<file path="config.mk">
export PLATFORM = sky130hd
export DESIGN_NAME = deq_ctrl
export DESIGN_NICKNAME = d
export VERILOG_FILES = /design/src/rtl/core/deq_pkg.sv /design/src/rtl/core/deq_ctrl.sv
export SDC_FILE = /design/constraint.sdc
export NUM_CORES = 1
export LEC_CHECK = 0
export ABC_AREA = 1
export BUFFER_PORTS_ARGS = -buffer_cell sky130_fd_sc_hd__clkbuf_2
export CAP_MARGIN = 20
export CORE_MARGIN = 2
export CORE_UTILIZATION = 35
export CTS_CLUSTER_SIZE = 16
export DETAILED_ROUTE_END_ITERATION = 10
export MAX_ROUTING_LAYER = met4
export SYNTH_ARGS = -nofsm -noshare
export SYNTH_HDL_FRONTEND = slang
export SYNTH_SLANG_ARGS = --single-unit
</file>
<file path="constraint.sdc">
create_clock -name clk_i -period 2.95 [get_ports clk_i]
set_input_delay 0.59 -clock clk_i [delete_from_list [all_inputs] [get_ports clk_i]]
set_output_delay 0.59 -clock clk_i [all_outputs]
set_load 0.005 [all_outputs]
</file>
<file path="src/rtl/core/deq_pkg.sv">
// Shared field widths, action codes and result status type for the deque.
`timescale 1ns / 1ps

package deq_pkg;

  localparam int unsigned ActionW = 3;
  localparam int unsigned ValueW  = 32;
  localparam int unsigned CountW  = 16;
  localparam int unsigned PosW    = 10;
  localparam int unsigned LengthW = 11;

  typedef enum logic [ActionW-1:0] {
    ACT_PUSH_LEFT  = 3'd0,
    ACT_PUSH_RIGHT = 3'd1,
    ACT_DROP_LEFT  = 3'd2,
    ACT_DROP_RIGHT = 3'd3,
    ACT_READ       = 3'd4
  } action_e;

  // Status of one word while its store read is in flight.
  typedef struct packed {
    logic [LengthW-1:0] length;
    logic               error_flag;
    logic               is_read;
  } deq_res_t;

endpackage

</file>
<file path="src/rtl/core/deq_ctrl.sv">
// Deque pointers: left pointer and word count, store address and new length.
`timescale 1ns / 1ps

module deq_ctrl #(
  parameter int unsigned DEPTH = 1024,
  parameter int unsigned AW    = 10,
  parameter int unsigned CW    = 11
) (
  input  logic                          clk_i,
  input  logic                          rst_ni,
  input  logic                          accept_i,
  input  logic [deq_pkg::ActionW-1:0]   action_i,
  input  logic [deq_pkg::ValueW-1:0]    value_i,
  input  logic [deq_pkg::CountW-1:0]    count_i,
  input  logic [deq_pkg::PosW-1:0]      position_i,
  output logic                          mem_we_o,
  output logic                          mem_re_o,
  output logic [AW-1:0]                 mem_addr_o,
  output logic [deq_pkg::ValueW-1:0]    mem_wdata_o,
  output deq_pkg::deq_res_t             res_o
);
  import deq_pkg::*;

  // Compare width: wide enough for the count field and the word count.
  localparam int unsigned CmpW = (CW > CountW) ? CW : CountW;

  logic [AW-1:0]   left_q, left_d;
  logic [CW-1:0]   cnt_q, cnt_d;
  logic [CmpW-1:0] cnt_ext, drop_ext, pos_ext;
  logic            full;

  // (base + off) mod DEPTH for base < DEPTH, off <= DEPTH
  function automatic logic [AW-1:0] ring_add(input logic [AW-1:0] base,
                                             input logic [CW-1:0] off);
    logic [CW:0] sum;
    sum = (CW+1)'(base) + (CW+1)'(off);
    if (sum >= (CW+1)'(DEPTH)) begin
      sum = sum - (CW+1)'(DEPTH);
    end
    return sum[AW-1:0];
  endfunction

  assign cnt_ext  = CmpW'(cnt_q);
  assign drop_ext = CmpW'(count_i);
  assign pos_ext  = CmpW'(position_i);
  assign full     = (cnt_q == CW'(DEPTH));

  always_comb begin
    left_d         = left_q;
    cnt_d          = cnt_q;
    mem_we_o       = 1'b0;
    mem_re_o       = 1'b0;
    mem_addr_o     = left_q;
    mem_wdata_o    = value_i;
    res_o.error_flag = 1'b0;
    res_o.is_read  = 1'b0;
    case (action_e'(action_i))
      ACT_PUSH_LEFT: begin
        if (full) begin
          res_o.error_flag = 1'b1;
        end else begin
          left_d     = (left_q == '0) ? AW'(DEPTH - 1) : left_q - AW'(1);
          cnt_d      = cnt_q + CW'(1);
          mem_we_o   = accept_i;
          mem_addr_o = left_d;
        end
      end
      ACT_PUSH_RIGHT: begin
        if (full) begin
          res_o.error_flag = 1'b1;
        end else begin
          cnt_d      = cnt_q + CW'(1);
          mem_we_o   = accept_i;
          mem_addr_o = ring_add(left_q, cnt_q);
        end
      end
      ACT_DROP_LEFT: begin
        if (drop_ext >= cnt_ext) begin
          cnt_d = '0;
        end else begin
          left_d = ring_add(left_q, drop_ext[CW-1:0]);
          cnt_d  = cnt_q - drop_ext[CW-1:0];
        end
      end
      ACT_DROP_RIGHT: begin
        if (drop_ext >= cnt_ext) begin
          cnt_d = '0;
        end else begin
          cnt_d = cnt_q - drop_ext[CW-1:0];
        end
      end
      ACT_READ: begin
        if (pos_ext < cnt_ext) begin
          res_o.is_read = 1'b1;
          mem_re_o      = accept_i;
          mem_addr_o    = ring_add(left_q, pos_ext[CW-1:0]);
        end else begin
          res_o.error_flag = 1'b1;
        end
      end
      default: begin
      end
    endcase
    res_o.length = LengthW'(cnt_d);
  end

  always_ff @(posedge clk_i or negedge rst_ni) begin
    if (!rst_ni) begin
      left_q <= '0;
      cnt_q  <= '0;
    end else if (accept_i) begin
      left_q <= left_d;
      cnt_q  <= cnt_d;
    end
  end

endmodule

</file>
==> metrics.txt <==
outcome=completed; Buf/Inv on CP=3; die width=119.1 um; CTS tree=built; Warnings, synthesis=0; post-synth top area cell=nand2_1; DP Wirelength=13,850 um; Post-synth ARST share=100.0%; Placer Congestion=0.9803; register area=534.3 um2; Synth top area share=18.71%; worst endpoint required time=2.36 ns; first-pass GRT wire length=26,030 um; Comb pwr share=75.0%; sequential area share after synthesis=11.34%; die height=119.1 um; Setup crit end kind=output pin; vias after detailed routing=5,291; routed len/inst=16.44 um; Layout Skew=0.005206 ns; slowest CP cell=dfrtp_1; sequential share of power=15.8%; Initial Util=35.41%; Worst Max-Slew Pin Slew=0.6152 ns; worst r2r path cells=11; Mapped Avg Cell Area=6.056 um2; fin crit share=98.82%; most frequent cell after synthesis=nand2_1; FP Rows=42; H-tree depth=1; sw power=1.801 mW; Root Driver=clkbuf_16; pre-CTS worst setup slack=0.06903 ns; final setup violating endpoints=0; clock network power share=9.3%; synthesized flop and latch total=21; worst reg-to-reg setup slack=0.62 ns; TritonRoute pass-1 iters=4; Distinct cells, synth=37; vias per inst=5.182; core area=13,090 um2; CP top delay family=adder cells; Antenna Cells=0; Fill cells=1,440; DRT iter0 DRCs=485; Slew Limit Fails=0; Main synth FF type=dfrtp_1; EDFF count, synth=0; vias in the first global route=4,935; PwrDens=601.0 nW/um2; P_leak=3.001 nW; CTS Hold Bufs=0; launching point of the worst reg2reg path=cnt_q[10]; IO Pins=121; RSZ-0062 raised after global routing=true; max-cap violation count=0; mapped cell area=4633 um2; clock buffer depth=2; Mapped Cells=765; largest net degree at the start of global routing=22; most common library cells after synthesis=nand2_1, inv_1, nand3_1, nor2_1, ha_1; I/O Buffers=56; Reg2Reg Capture Point=left_q[5]; # nets final=974; post-route setup slack=0.03485 ns; Pint=1.551 mW; Syn Nets=893; Die Area=14,170 um2; Worst Setup Path Type=reg -> out; Area contributors post-synth=nand2_1, ha_1, dfrtp_1; VDD IR max=0.2088 mV; drt total wl=16,780 um; fin crit period=2.915 ns; Clock Sinks=21; crit path DAT=2.33 ns; overflow left after global routing=0; critical path launch point type=flip-flop; initial antenna violation count=0; area of the multi-input gates=3656 um2; clk_lat worst skew=0.27 ns; fmax=343.0 MHz; layout cells sized above 1=23.67%; Slew HR=58.99%; final hold vios=0; Worst path max stage delay=0.42 ns; Sw Share=53.73%; Final Hold Slack=0.3213 ns; Critical Path Fanout Max=3; critical path, cell by cell=buf_6 -> ha_4 -> inv_2 -> fa_2 -> nand3b_1 -> nand2_2 -> nand2_1 -> o21bai_1 -> xor2_1 -> a21oi_1 -> nand3_2 -> clkbuf_2; CTS clk-pin slew, worst paths=0.06 ns; DR DRC count=0; total global-route track usage=24.09%; min-delay worst type=in -> async; post-route ant nets=0; CTS Buf Count=3; P&R area growth vs syn=20.36%
## worst register-to-register path, stage by stage, from the launching register on
cell and delay [ns]:
dfrtp_2 0.45, inv_2 0.15, ha_1 0.26, inv_1 0.07
or2_1 0.11, nor2_1 0.05, nor3_2 0.24, buf_4 0.19
nand2_2 0.08, a21boi_4 0.43, nand2_1 0.13, o21ai_1 0.10
## how the worst max path moves through the flow
stage               slack [ns]  cells past startpoint            end     startpoint
floorplan                 0.41                     10  mem_addr_o[6]  position_i[0]
global placement          0.09                     11      res_o[10]     count_i[0]
detailed placement        0.07                     12  mem_addr_o[6]  position_i[0]
CTS                      -0.02                     14  mem_addr_o[8]       cnt_q[0]
global route             -0.12                     12  mem_addr_o[6]      left_q[0]
finish                    0.03                     12  mem_addr_o[6]      left_q[0]
## sequential cells by signal (all words and copies together), names as in the netlist
| signal | cells |
|---|---|
| cnt_q | 11 |
| left_q | 10 |
## power by group through the flow
stage | clock (mW) | combinational, mW | sequential (mW)
finish | 0.311 | 2.51 | 0.529
global route | 0.325 | 2.82 | 0.534
CTS | 0.314 | 2.32 | 0.514
detailed placement | 0 | 2.28 | 0.521
global placement | 0 | 2.29 | 0.520
floorplan | 0 | 1.60 | 0.463
## kinds of logic (layout without fill, tap and decap cells)
logic type	Yosys count	in the layout	synth area share (%)
adder cells (fa/ha/maj)	64	64	17.93
buffers and inverters	131	211	13.45
AND/OR/NAND/NOR	427	427	40.48
XOR/XNOR	25	25	4.726
flip-flops	21	21	11.34
AO/OA/AOI/OAI	97	97	12.07
## through the flow
stage	power [mW]	utilization, %	cell area (um2)	setup TNS [ns]	instances
4_1_cts	3.147	40.63	5316	-0.01728	1011
3_3_place_gp	2.805	39.81	5209	0	1005
6_report	3.351	42.62	5577	0	1021
5_1_grt	3.681	42.62	5577	-0.2610	1021
2_1_floorplan	2.065	-	4633	0	765
3_5_place_dp	2.801	39.81	5209	0	1005
## metal layers
layer / routed length, um / global-route usage, %
met1: 7863 / 32.38
met2: 7638 / 38.47
met3: 898 / 1.580
met4: 380 / 8.259
met5: 0 / -
## cell type report
class | instances | share of cell area, %
timing repair buffer | 115 | 13.17
sequential | 21 | 9.580
clock buffer | 4 | 1.414
multi-input combinational | 613 | 65.56
inverter | 92 | 6.327
tap | 176 | 3.949
## placed cells by master, fill, tap and decap left out, types with 4 or more instances in the layout
cell type    n
a21oi_1     31
buf_4       56
clkbuf_2    56
dfrtp_1     14
dfrtp_2      7
ha_1        54
inv_1       70
inv_2       19
nand2_1    228
nand2_2      7
nand3_1     72
nand3_2      5
nand4_1     25
nor2_1      57
nor2_2       6
nor2_4       4
nor3_1       7
o21ai_0     21
o21ai_1     15
o21bai_1     6
or2_2        4
xnor2_1      8
xor2_1      17
## what timing repair did
item | in CTS | in global routing
pin swaps | 2 | 15
buffers inserted | 2 | 10
setup endpoints to repair | 8 | 22
resized for setup | 6 | 55
Note: power is estimated with default switching activity, not from simulation.
